===== src/rtl/core/sdtds_pkg.sv =====
// Package for the single-digit time display sequencer: beat types, constants, digit split.
package sdtds_pkg;

   // Width of the millisecond counter; it saturates at all ones
   localparam int COUNTER_BITS = 16;

   // Configuration register indexes
   localparam logic [1:0] CSR_INTRO_FRAME = 2'd0;
   localparam logic [1:0] CSR_DIGIT_SLOT  = 2'd1;
   localparam logic [1:0] CSR_PAUSE       = 2'd2;

   // Configuration reset values
   localparam logic [15:0] INTRO_FRAME_RESET = 16'd50;
   localparam logic [15:0] DIGIT_SLOT_RESET  = 16'd300;
   localparam logic [15:0] PAUSE_RESET       = 16'd2000;

   // Intro countdown start and last slot index of one pass
   localparam logic [3:0] INTRO_TOP      = 4'd9;
   localparam logic [3:0] SHOW_LAST_SLOT = 4'd7;

   // Command codes
   localparam logic CMD_STEP  = 1'b0;
   localparam logic CMD_START = 1'b1;

   typedef struct packed {
      logic       command;
      logic       ms_elapsed;
      logic [4:0] hour;
      logic [5:0] minute;
      logic [7:0] repeat_count;
   } req_payload_type;

   typedef struct packed {
      logic       digit_lit;
      logic [3:0] digit_value;
      logic       led_locked;
      logic       led_clamp_request;
      logic       led_restore_request;
      logic       busy_res;
   } rsp_payload_type;

   // Split a 6-bit value into tens and units by comparing against multiples of ten
   function automatic logic [7:0] split_tens(input logic [5:0] value);
      logic [3:0] tens;
      logic [5:0] rest;
      begin
         if (value >= 6'd60) begin
            tens = 4'd6;
            rest = value - 6'd60;
         end else if (value >= 6'd50) begin
            tens = 4'd5;
            rest = value - 6'd50;
         end else if (value >= 6'd40) begin
            tens = 4'd4;
            rest = value - 6'd40;
         end else if (value >= 6'd30) begin
            tens = 4'd3;
            rest = value - 6'd30;
         end else if (value >= 6'd20) begin
            tens = 4'd2;
            rest = value - 6'd20;
         end else if (value >= 6'd10) begin
            tens = 4'd1;
            rest = value - 6'd10;
         end else begin
            tens = 4'd0;
            rest = value;
         end
         split_tens = {tens, rest[3:0]};
      end
   endfunction

endpackage


===== src/rtl/core/single_digit_time_display_sequencer.sv =====
// Top level of the single-digit time display sequencer: input register, phase logic, result register.
// A beat passes through the input register and then the result register; rsp_stall can hold it between them.
// Throughput: one beat per cycle while rsp_stall is low; the result register frees in the cycle its beat is taken.
// The phase update is a single pass of compares and a tens/units split between the two registers.
// Reset (synchronous, active high) empties both registers, returns the phase to idle,
// clears all sequencer state and reloads the configuration defaults.
module single_digit_time_display_sequencer
   import sdtds_pkg::*;
(
   input  logic            clock,
   input  logic            reset,
   // request channel
   input  logic            req_valid,
   output logic            req_stall,
   input  req_payload_type req_payload,
   // result channel
   output logic            rsp_valid,
   input  logic            rsp_stall,
   output rsp_payload_type rsp_payload,
   // configuration writes
   input  logic            csr_valid,
   output logic            csr_ready,
   input  logic [1:0]      csr_index,
   input  logic [15:0]     csr_data
);

   typedef enum logic [2:0] {
      PH_IDLE    = 3'd0,
      PH_INIT    = 3'd1,
      PH_INTRO   = 3'd2,
      PH_SHOW    = 3'd3,
      PH_PAUSE   = 3'd4,
      PH_CLEANUP = 3'd5
   } phase_type;

   localparam logic [COUNTER_BITS-1:0] MS_MAX = {COUNTER_BITS{1'b1}};
   localparam int CMP_BITS = (COUNTER_BITS > 16) ? COUNTER_BITS : 16;

   // configuration
   logic [15:0] intro_frame_ff;
   logic [15:0] digit_slot_ff;
   logic [15:0] pause_ff;

   // input register
   logic            in_valid_ff;
   req_payload_type in_beat_ff;

   // result register
   logic            rsp_valid_ff;
   rsp_payload_type rsp_beat_ff;
   rsp_payload_type rsp_beat_in;

   // sequencer state
   phase_type               phase_ff, phase_in;
   logic [COUNTER_BITS-1:0] ms_ff, ms_in;
   logic [3:0]              frame_ff, frame_in;
   logic [7:0]              pass_ff, pass_in;
   logic [4:0]              hour_ff, hour_in;
   logic [5:0]              minute_ff, minute_in;
   logic [7:0]              repeat_ff, repeat_in;
   logic [3:0]              digit_ff, digit_in;
   logic                    lit_ff, lit_in;
   logic                    lock_ff, lock_in;

   logic       advance;
   logic       process;
   logic       clamp;
   logic       restore;
   logic       intro_due;
   logic       slot_due;
   logic       pause_due;
   logic       passes_done;
   logic [7:0] hour_split;
   logic [7:0] minute_split;
   logic [COUNTER_BITS-1:0] ms_counted;

   // Move the input beat on whenever the result register is empty or being taken
   assign advance   = ~rsp_valid_ff | ~rsp_stall;
   assign process   = in_valid_ff & advance;
   assign req_stall = in_valid_ff & ~advance;
   assign csr_ready = 1'b1;

   assign rsp_valid   = rsp_valid_ff;
   assign rsp_payload = rsp_beat_ff;

   assign hour_split   = split_tens({1'b0, hour_ff});
   assign minute_split = split_tens(minute_ff);

   // Count the elapsed millisecond, holding at the top
   assign ms_counted = (in_beat_ff.ms_elapsed && ms_ff != MS_MAX) ?
                       ms_ff + 1'b1 : ms_ff;

   assign intro_due = CMP_BITS'(ms_counted) >= CMP_BITS'(intro_frame_ff);
   assign slot_due  = CMP_BITS'(ms_counted) >= CMP_BITS'(digit_slot_ff);
   assign pause_due = CMP_BITS'(ms_counted) >= CMP_BITS'(pause_ff);
   assign passes_done = (repeat_ff == 8'd0) ||
                        ({1'b0, pass_ff} + 9'd1 >= {1'b0, repeat_ff});

   // Next sequencer state for the beat in the input register
   always_comb begin
      phase_in  = phase_ff;
      ms_in     = ms_counted;
      frame_in  = frame_ff;
      pass_in   = pass_ff;
      hour_in   = hour_ff;
      minute_in = minute_ff;
      repeat_in = repeat_ff;
      digit_in  = digit_ff;
      lit_in    = lit_ff;
      lock_in   = lock_ff;
      clamp     = 1'b0;
      restore   = 1'b0;
      if (in_beat_ff.command == CMD_START) begin
         hour_in   = in_beat_ff.hour;
         minute_in = in_beat_ff.minute;
         repeat_in = in_beat_ff.repeat_count;
         frame_in  = 4'd0;
         pass_in   = 8'd0;
         phase_in  = PH_INIT;
      end else begin
         unique case (phase_ff)
            PH_INIT: begin
               clamp    = 1'b1;
               lock_in  = 1'b1;
               phase_in = PH_INTRO;
            end
            PH_INTRO: begin
               if (intro_due) begin
                  ms_in = '0;
                  if (frame_ff > INTRO_TOP) begin
                     frame_in = 4'd0;
                     digit_in = 4'd0;
                     lit_in   = 1'b0;
                     phase_in = PH_SHOW;
                  end else begin
                     digit_in = INTRO_TOP - frame_ff;
                     lit_in   = 1'b1;
                     frame_in = frame_ff + 4'd1;
                  end
               end
            end
            PH_SHOW: begin
               if (slot_due) begin
                  ms_in = '0;
                  if (frame_ff >= SHOW_LAST_SLOT) begin
                     frame_in = 4'd0;
                     digit_in = 4'd0;
                     lit_in   = 1'b0;
                     phase_in = PH_PAUSE;
                  end else begin
                     frame_in = frame_ff + 4'd1;
                     lit_in   = 1'b1;
                     case (frame_ff)
                        4'd0:    digit_in = hour_split[7:4];
                        4'd2:    digit_in = hour_split[3:0];
                        4'd4:    digit_in = minute_split[7:4];
                        4'd6:    digit_in = minute_split[3:0];
                        default: begin
                           digit_in = 4'd0;
                           lit_in   = 1'b0;
                        end
                     endcase
                  end
               end
            end
            PH_PAUSE: begin
               if (passes_done) begin
                  phase_in = PH_CLEANUP;
               end else if (pause_due) begin
                  ms_in    = '0;
                  pass_in  = pass_ff + 8'd1;
                  phase_in = PH_SHOW;
               end
            end
            PH_CLEANUP: begin
               lock_in  = 1'b0;
               restore  = 1'b1;
               frame_in = 4'd0;
               pass_in  = 8'd0;
               phase_in = PH_IDLE;
            end
            default: begin
               phase_in = PH_IDLE;
            end
         endcase
      end

      rsp_beat_in.digit_lit           = lit_in;
      rsp_beat_in.digit_value         = digit_in;
      rsp_beat_in.led_locked          = lock_in;
      rsp_beat_in.led_clamp_request   = clamp;
      rsp_beat_in.led_restore_request = restore;
      rsp_beat_in.busy_res            = (phase_in != PH_IDLE);
   end

   // Hold state, configuration and the valid flags of both beat registers
   always_ff @(posedge clock) begin
      if (reset) begin
         intro_frame_ff <= INTRO_FRAME_RESET;
         digit_slot_ff  <= DIGIT_SLOT_RESET;
         pause_ff       <= PAUSE_RESET;
         in_valid_ff    <= 1'b0;
         rsp_valid_ff   <= 1'b0;
         phase_ff       <= PH_IDLE;
         ms_ff          <= '0;
         frame_ff       <= 4'd0;
         pass_ff        <= 8'd0;
         hour_ff        <= 5'd0;
         minute_ff      <= 6'd0;
         repeat_ff      <= 8'd0;
         digit_ff       <= 4'd0;
         lit_ff         <= 1'b0;
         lock_ff        <= 1'b0;
      end else begin
         // configuration writes; an index beyond the list is dropped
         if (csr_valid && csr_ready) begin
            unique case (csr_index)
               CSR_INTRO_FRAME: intro_frame_ff <= csr_data;
               CSR_DIGIT_SLOT:  digit_slot_ff  <= csr_data;
               CSR_PAUSE:       pause_ff       <= csr_data;
               default: ;
            endcase
         end
         // input register
         if (~req_stall) begin
            in_valid_ff <= req_valid;
         end
         // result register and state advance
         if (advance) begin
            rsp_valid_ff <= in_valid_ff;
         end
         if (process) begin
            phase_ff  <= phase_in;
            ms_ff     <= ms_in;
            frame_ff  <= frame_in;
            pass_ff   <= pass_in;
            hour_ff   <= hour_in;
            minute_ff <= minute_in;
            repeat_ff <= repeat_in;
            digit_ff  <= digit_in;
            lit_ff    <= lit_in;
            lock_ff   <= lock_in;
         end
      end
   end

   // Payload registers, no reset
   always_ff @(posedge clock) begin
      if (~req_stall && req_valid) begin
         in_beat_ff <= req_payload;
      end
      if (process) begin
         rsp_beat_ff <= rsp_beat_in;
      end
   end

endmodule

===== config.mk =====
export PLATFORM = sky130hd
export DESIGN_NAME = single_digit_time_display_sequencer
export DESIGN_NICKNAME = d
export VERILOG_FILES = /design/src/rtl/core/sdtds_pkg.sv /design/src/rtl/core/single_digit_time_display_sequencer.sv
export SDC_FILE = /design/constraint.sdc
export NUM_CORES = 1
export LEC_CHECK = 0
export BUFFER_PORTS_ARGS = -buffer_cell sky130_fd_sc_hd__clkbuf_2
export CORE_ASPECT_RATIO = 0.6
export CORE_UTILIZATION = 35
export DETAILED_ROUTE_END_ITERATION = 12
export PLACE_DENSITY = 0.49
export SLEW_MARGIN = 0
export SYNTH_ARGS = -nofsm -noshare
export SYNTH_HDL_FRONTEND = slang
export SYNTH_SLANG_ARGS = --single-unit

===== constraint.sdc =====
create_clock -name clock -period 5.54 [get_ports clock]
set_input_delay 0.277 -clock clock [delete_from_list [all_inputs] [get_ports clock]]
set_output_delay 0.277 -clock clock [all_outputs]
set_load 0.005 [all_outputs]

After elaboration in Yosys (flattened, before gate mapping):

Index checks and enable logic that the tools add are counted.

* output and inout bits: 12
* input bits: 44
* word-level logic and storage cells: 166
* bits in registers: 136

* $add $sub $neg: 17
* equality and inequality tests: 15
* reduce and logical (&&, ||, !) cells: 16
* muxes and demuxes: 67
* bitwise logic cells: 7
* magnitude comparators: 18

Operator list (number)
* $mux W16: 6
* $mux W4: 23
* $ge A16 B16 Y1: 3
* $pmux W16 S3: 1
* $mux W3: 12
* $sub A4 B4 Y4 const B: 8
* $mux W8: 3
* $ge A5 B6 Y1 const B: 3
* $ge A6 B6 Y1 const B: 3
* $add A16 B1 Y16 const B: 1
* $ne A16 B16 Y1 const B: 1
* $pmux W4 S4: 1
* $pmux W8 S2: 1
* $ge A6 B5 Y1 const B: 2
* $ne A3 B3 Y1 const B: 4
* $pmux W3 S4: 1
* $pmux W4 S3: 1
* $mux W1: 11
* $ge A5 B5 Y1 const B: 2
* $add A8 B1 Y9 const B: 1
* $ge A9 B8 Y1: 1
* $add A8 B1 Y8 const B: 1
* $eq A4 B3 Y1 const B: 2
* $logic_not A8 Y1: 1
* 29 further kinds: 47

Longest topological paths before layout:

Gate-level depths: netlist (run 1).

* depth in word-level cells: 12
* depth in mapped cells: 19
* gate-level depth less buffers: 16

Worst setup path after synthesis (run 1):

OpenSTA, ideal clock, no wires.

* kind: reg-to-reg
* from: register ms_ff[0]
* to: register ms_ff[11]
* setup time: 117 ps
* arrival time: 3624 ps
* required time: 5423 ps
* cell stages (with the launch flop): 19
* buffers on the path: 3
* period minus slack after synthesis: 3742 ps
* setup slack: 1798 ps
* path through: dfxtp_1 -> ha_1 -> nand4_1 -> o31a_1 -> buf_4 -> nand2_2 -> or3_1 -> clkbuf_2 -> o21ai_0 -> nand2_1 -> ha_1 -> nand2_1 -> o21a_1 -> o31a_1 -> a31o_1 -> or4b_4 -> and2_4 -> buf_6 -> a32o_1

* cells in the longest elaborated chain, start to end: 8
* elaborated cells on any way between the ends: 13
* those cells by class: add/sub (1); order compare (3); eq/ne (1); mux (7); reduce/logical (1)

Ends and longest elaborated chain
* start: declaration: RTL line single_digit_time_display_sequencer.sv:55 `logic [COUNTER_BITS-1:0] ms_ff, ms_in;`
* start signal: assignment: RTL line single_digit_time_display_sequencer.sv:234 `ms_ff <= ms_in;`
* branches (longest 2 deep; another with $add A16 B1 Y16)
* $mux W16 *: RTL line single_digit_time_display_sequencer.sv:90 `assign ms_counted = (in_beat_ff.ms_elapsed && ms_ff != MS_MAX) ?`
* $ge A16 B16 Y1: RTL line single_digit_time_display_sequencer.sv:95 `assign pause_due = CMP_BITS'(ms_counted) >= CMP_BITS'(pause_ff);`
* $mux W16: RTL line single_digit_time_display_sequencer.sv:169 `end else if (pause_due) begin`
* $mux W16: RTL line single_digit_time_display_sequencer.sv:167 `if (passes_done) begin`
* $pmux W16 S3: RTL line single_digit_time_display_sequencer.sv:121 `unique case (phase_ff)`
* $mux W16 *: RTL line single_digit_time_display_sequencer.sv:113 `if (in_beat_ff.command == CMD_START) begin`

Mark *: on every way between the ends.
A chain may end at the register's enable or synchronous reset.

Worst setup path in the final report (run 1):

* from: register ms_ff[4]
* to: register rsp_beat_ff, in the netlist rsp_payload[7] (data pin)

* cells in the longest elaborated chain, start to end: 7
* elaborated cells on any way between the ends: 10
* those cells by class: add/sub (1); order compare (2); eq/ne (1); mux (5); reduce/logical (1)

Ends and longest elaborated chain
* branches (longest 2 deep; another with $add A16 B1 Y16)
* $mux W16 *: RTL line single_digit_time_display_sequencer.sv:90
* $ge A16 B16 Y1 (on tied branches): RTL line single_digit_time_display_sequencer.sv:94, single_digit_time_display_sequencer.sv:93
* $mux W4 (on tied branches): RTL line single_digit_time_display_sequencer.sv:143, single_digit_time_display_sequencer.sv:128
* $pmux W4 S2 *: RTL line single_digit_time_display_sequencer.sv:121
* $mux W4 *: RTL line single_digit_time_display_sequencer.sv:113
* net digit_in[3]: RTL line single_digit_time_display_sequencer.sv:61 `logic [3:0] digit_ff, digit_in;`
* end signal: assignment: RTL line single_digit_time_display_sequencer.sv:253 `rsp_beat_ff <= rsp_beat_in;`
* end: declaration: RTL line single_digit_time_display_sequencer.sv:50 `rsp_payload_type rsp_beat_ff;`

Mark *: on every way through the listed nets, which the timed path passes.

==> results of run 1 <==
==> repair_timing <==
action	in CTS	in global routing
buffers inserted	0	0
hold endpoints to repair	5	3
hold buffers	5	3
==> stage by stage <==
stage / power, W / cell area, µm²
global route: 0.002626 / 9025
global placement: 0.001265 / 8285
detailed placement: 0.001264 / 8285
CTS: 0.002551 / 8995
finish: 0.002528 / 9025
floorplan: 0.001194 / 7815
==> state kept, by name, indices dropped and copies added (netlist names) <==
signal and count:
in_beat_ff 21, minute_ff 6, lock_ff 1, repeat_ff 8, rsp_valid 1, hour_ff 5, digit_slot_ff 16, pause_ff 16
digit_ff 4, intro_frame_ff 16, in_valid_ff 1, rsp_payload 9, frame_ff 4, pass_ff 8, lit_ff 1, phase_ff 3
ms_ff 16
==> critical path, stage by stage (launching register included) <==
cell and delay (ns):
dfxtp_1 0.42, and4_1 0.28, nand3_1 0.11, o31a_1 0.42
xnor2_1 0.52, ha_1 0.34, or3b_2 0.46, o2111ai_1 0.11
a31o_2 0.18, a31oi_1 0.16, o211ai_1 0.49, inv_1 0.15
a222oi_1 0.46, o21ai_0 0.15
==> per-layer routing <==
metal / vias up / global-route usage
met5: - / 0
met4: 0 / 0.04872
met3: 13 / 0.04585
met2: 166 / 0.2212
met1: 3148 / 0.3510
li1: 3407 / -
==> final timing paths <==
path | start | endpoint | slack (ns) | cells after the start
setup / recovery | ms_ff[4]$_SDFFE_PP0P_ | rsp_payload[7]$_DFFE_PP_ | 0.99 | 13
hold / removal | req_payload[10] | in_beat_ff[10]$_DFFE_PP_ | 0.02 | 1
setup reg to reg | ms_ff[4]$_SDFFE_PP0P_ | rsp_payload[7]$_DFFE_PP_ | 0.99 | 13
hold reg to reg | intro_frame_ff[2]$_SDFFE_PP0P_ | intro_frame_ff[2]$_SDFFE_PP0P_ | 0.45 | 2
==> cells in the mapped netlist, drive strengths merged, types with 4 or more instances <==
master	instances	share of area
nand2	172	0.083
dfxtp	106	0.27
a21oi	97	0.062
ha	74	0.12
inv	73	0.035
o21ai	44	0.028
nor2	40	0.019
clkbuf	33	0.016
edfxtp	30	0.12
nand3	21	0.013
o211ai	20	0.019
nor2b	15	0.012
a21o	13	0.012
a31oi	13	0.011
xnor2	13	0.015
nand2b	12	0.0096
nand4	12	0.010
o21a	11	0.011
nor4	10	0.0080
buf	9	0.0069
o22ai	9	0.0072
xor2	9	0.010
a32o	8	0.010
or2	8	0.0064
and2	7	0.0059
and3	7	0.0056
nor3	6	0.0038
nor3b	6	0.0058
a211oi	4	0.0038
a31o	4	0.0045
o2111ai	4	0.0045
o31ai	4	0.0038
or3b	4	0.0045
==> cells by family (layout without fill, tap and decap cells) <==
group	count (synthesis)	count (layout)	share of synthesized area
compound gates	257	257	0.2077
xor+xnor	22	22	0.02466
fa+ha+maj	74	74	0.1185
buf+inv	116	171	0.05844
flops	136	136	0.3868
mux	3	3	0.004003
other cells	1	1	0.0004798
simple gates	331	331	0.1995
==> power by group through the flow <==
stage          clock network (W)  registers (W)  logic, W
2_1_floorplan                  0        0.00108  0.000115
3_3_place_gp                   0        0.00109  0.000172
3_5_place_dp                   0        0.00109  0.000171
4_1_cts                  0.00130        0.00107  0.000175
5_1_grt                  0.00135        0.00108  0.000199
6_report                 0.00128        0.00107  0.000177
==> area by class of cell <==
cell class / count / area [µm²] / share of cell area
tap: 279 / 349.1 / 0.03868
inverter: 74 / 277.8 / 0.03078
timing repair buffer: 65 / 372.9 / 0.04131
multi-input combinational: 688 / 4343 / 0.4812
clock inverter: 9 / 158.9 / 0.01761
clock buffer: 23 / 500.5 / 0.05546
sequential: 136 / 3023 / 0.3350
==> run metrics, run 1 <==
routed vias 6734; H-tree levels 4; CTS max path bufs 2; first-pass GRT wire length 35300 µm; Ports 56; drt first pass iters 7; number of port buffers 54; WL met1 13180 µm; Initial Util 0.3645; iteration-0 DRC count of the detailed router 651; WL/cell 17.22 µm; Seq/Total Area, Yosys 0.3868; Hold Path Class in -> reg; Critical Path Start Type flip-flop; post-DP HPWL 16250 µm; global placer's final weighted congestion 0.8756; Synth cell types 72; share of total power in the clock network 0.506; pin count of the biggest net entering global routing 49; root buffer cell clkbuf_16; crit path DAT 4.69 ns; fill count 2180; row count 41; most frequent cells in the layout nand2_1, dfxtp_1, a21oi_1; placed cells 1234; Tcrit/Tclk final 0.8207; Die H 117.7 µm; most common cell after layout, fill and taps aside nand2_1; Post-Route Skew 0.008470 ns; fraction of layout cells with a size suffix above 1 0.1106; ys flop type dfxtp_1; GRT Overall Usage 0.2003; # setup viols final 0; Peak VDD IR 0.2408 mV; vias in the first global route 6102; worst path required time 5.68 ns; switch share 0.2355; Pwr per Cell Area 280.1 mW/mm²; DR WL met2 7329 µm; clk slew on worst S/H paths 0.06 ns; Slew HR 0.2237; Post-Route Utilization 0.4209; Ys Warns 0; Async S/R FF share, synth 0; Die ar. 0.02295 mm²; syn_nets 1058; DR DRC count 0; setup ws final 0.9935 ns; GRT overflow 0; Die X 194.9 µm; Yosys reg bits 136; cts bufs inserted 17; Logic pwr share 0.070; highest metal used met4; Core Area 0.02144 mm²; syn avg cell area 8.314 µm²; max-slew violation count 0; synthesized area 0.007815 mm²; Worst Hold Slack 0.02111 ns; Setup WS pre-CTS 1.106 ns; Internal 0.001932 W; worst slew pin tran 1.159 ns; Reg power frac 0.424; Total Wirelength 21940 µm; Syn Inst Count 940; Post-CTS Resized 0; crit-path max FO 8; Post-DRT Antenna Nets 0; TritonCTS clock tree built; Final Hold Viols 0; Post-synth EDFFs 30; Area growth syn-to-layout 15.48%; Clock Latency Late Sink 0.43 ns; CTS Sinks 136; maximum clock frequency 0.2200 GHz; crit path time final 4.546 ns; Ant. Diodes 0; metal3 WL 1265 µm; net switching power 0.0005952 W; setup tns final 0 ns; Via density 5.286; fin nets 1100; Layout Cells excl Fill 1274; CP Class reg -> reg; max-cap violations 0; Critical Path Sink Type flip-flop; initial antenna violation count 0; RSZ-0062 raised after global routing false; status finished, final reports clean; Leak Pwr 3.628 nW
No activity file was read; power rests on OpenSTA's default activity.
==> inputs of run 2 (changes only) <==
--- a/config.mk
+++ b/config.mk
@@ -9,7 +9,7 @@
 export CORE_ASPECT_RATIO = 0.6
 export CORE_UTILIZATION = 35
 export DETAILED_ROUTE_END_ITERATION = 12
-export PLACE_DENSITY = 0.49
+export PLACE_DENSITY = 0.51
 export SLEW_MARGIN = 0
 export SYNTH_ARGS = -nofsm -noshare
 export SYNTH_HDL_FRONTEND = slang
==> constraint.sdc (replaced) <==
create_clock -name clock -period 4.1 [get_ports clock]
set_input_delay 0.205 -clock clock [delete_from_list [all_inputs] [get_ports clock]]
set_output_delay 0.205 -clock clock [all_outputs]
set_load 0.005 [all_outputs]
==> run 2 against run 1 <==
Against the previous run: clock power increased by 30%; critical path depth increased by 2; via count increased by 4.5%; die area unchanged; total power increased by 34%; global-route usage increased by 0.72 points; sequential share of layout area decreased by 2.2 points.
==> run metrics, run 2 (synthesis results as in run 1) <==
Via density 5.223 (-1.2%); max-cap violations 0 (unchanged); fill count 2149 (-1.4%); Post-DRT Antenna Nets 0 (unchanged); pin count of the biggest net entering global routing 52 (+6.1%); setup ws final 0.08080 ns (-0.9127 ns); Critical Path Start Type flip-flop; maximum clock frequency 0.2488 GHz (+13%); Leak Pwr 3.982 nW (+9.8%); Post-Route Skew 0.008202 ns (-0.0002674 ns); crit path DAT 4.16 ns (-0.53 ns); global placer's final weighted congestion 0.8808 (+0.59%); fraction of layout cells with a size suffix above 1 0.1713 (+0.06080); Pwr per Cell Area 349.2 mW/mm² (+25%); Initial Util 0.3645 (unchanged); RSZ-0062 raised after global routing false; routed vias 7036 (+4.5%); Critical Path Sink Type flip-flop; Die X 194.9 µm (unchanged); Tcrit/Tclk final 0.9803 (+0.1596); vias in the first global route 6559 (+7.5%); row count 41 (unchanged); clk slew on worst S/H paths 0.06 ns (about the same); number of port buffers 54 (unchanged); Core Area 0.02144 mm² (unchanged); Total Wirelength 22910 µm (+4.4%); Clock Latency Late Sink 0.43 ns (about the same); worst slew pin tran 1.107 ns (-0.05202 ns); cts bufs inserted 17 (unchanged); post-DP HPWL 16920 µm (+4.1%); crit path time final 4.019 ns (-0.5273 ns); H-tree levels 4 (unchanged); Sequential Area 0.003023 mm² (unchanged); GRT Overall Usage 0.2075 (+0.007247); post-layout instance area 0.009672 mm² (+7.2%); Hold Path Class in -> reg; worst path required time 4.25 ns (-1.43 ns); Peak VDD IR 0.3134 mV (+30%); fin nets 1173 (+6.6%); Ports 56 (unchanged); Final Hold Viols 0 (unchanged); most common cell after layout, fill and taps aside nand2_1; iteration-0 DRC count of the detailed router 454 (-30%); first-pass GRT wire length 36940 µm (+4.7%); Die H 117.7 µm (unchanged); Die ar. 0.02295 mm² (unchanged); dpl cell area 0.008706 mm² (+5.1%); status finished, final reports clean; root buffer cell clkbuf_16; Worst Hold Slack 0.02093 ns (-0.0001829 ns); TritonCTS clock tree built; most frequent cells in the layout nand2_1, dfxtp_1, a21oi_1; area of the multi-input gates 0.004425 mm² (+1.9%); setup tns final 0 ns (unchanged); CTS max path bufs 2 (unchanged); WL/cell 17.01 µm (-1.2%); Slew HR 0.2585 (+0.03484); initial antenna violation count 0 (unchanged); Largest register FFs 21 (unchanged); CTS Sinks 136 (unchanged); max-slew violation count 0 (unchanged); Setup WS pre-CTS 0.07869 ns (-1.028 ns); Area growth syn-to-layout 23.76%; Post-Route Utilization 0.4510 (+0.03017); # setup viols final 0 (unchanged); drt first pass iters 5 (-2); CP Class reg -> reg; crit-path max FO 6 (-2); Ant. Diodes 0 (unchanged); DR DRC count 0 (unchanged); largest register by flop count in_beat_ff; GRT overflow 0 (unchanged)
==> run 2: cell types whose count changed in the layout (fill, tap and decap cells not counted), moves of 2 or more <==
cell,delta
and3_1,-2
o21ai_0,-3
clkbuf_8,+3
nor2_1,-2
buf_4,+59
a31oi_1,-2
dlygate4sd3_1,+14
o21ai_1,+3
bufinv_16,-2
==> run 2: cell type report <==
class                   count  share of cell area
multi-input cells         688              0.4576
flip-flops and latches    136              0.3125
repair buffers            138             0.09884
clock buffers              25             0.05563
well taps                 279             0.03609
inverters                  74             0.02872
clock inverters             7             0.01061
==> run 2: final timing paths <==
check / slack [ns] / cells after the start / to / startpoint
setup / recovery: 0.08 / 15 / rsp_payload[7]$_DFFE_PP_ / ms_ff[12]$_SDFFE_PP0P_
hold / removal: 0.02 / 3 / pause_ff[2]$_SDFFE_PP0P_ / csr_data[2]
setup reg to reg: 0.08 / 15 / rsp_payload[7]$_DFFE_PP_ / ms_ff[12]$_SDFFE_PP0P_
hold reg to reg: 0.45 / 2 / intro_frame_ff[13]$_SDFFE_PP0P_ / intro_frame_ff[13]$_SDFFE_PP0P_
==> run 2: worst max-delay path, cell delays in order (launching register included) <==
cell and delay [ns]:
dfxtp_1 0.34, and3_4 0.20, nand2_1 0.08, o31a_1 0.37, buf_4 0.19, mux2_2 0.38, ha_1 0.23, or3b_2 0.44
o2111ai_1 0.13, a31o_2 0.23, a31oi_4 0.11, o211ai_1 0.31, inv_1 0.14, a222oi_1 0.34, buf_4 0.18, o21ai_1 0.06
==> run 2: per-stage QoR <==
stage	power (W)	instances
5_1_grt	0.003497	1347
3_5_place_dp	0.001715	1290
2_1_floorplan	0.001614	940
3_3_place_gp	0.001714	1290
6_report	0.003377	1347
4_1_cts	0.003401	1344
==> run 2: power breakdown <==
group | switching (W) | internal (W)
logic | 0.000160 | 0.000101
registers | 0.0000334 | 0.00141
clock network | 0.000628 | 0.00104
total | 0.000822 | 0.00256
==> run 2: repair_timing <==
action                     in CTS  in global routing
buffers inserted                0                  3
gates resized for setup         0                 20
hold buffers                   22                  0
hold endpoints to repair       22                  0
setup endpoints to repair       0                 38
==> run 2: per-layer routing <==
metal | vias up | wire (µm) | share of wire | GRT usage
met5 | - | 0 | 0 | 0
li1 | 3558 | - | - | -
met4 | 0 | 179 | 0.0078 | 0.04921
met1 | 3306 | 13520 | 0.59 | 0.3507
met2 | 160 | 7654 | 0.33 | 0.2362
met3 | 12 | 1562 | 0.068 | 0.06046
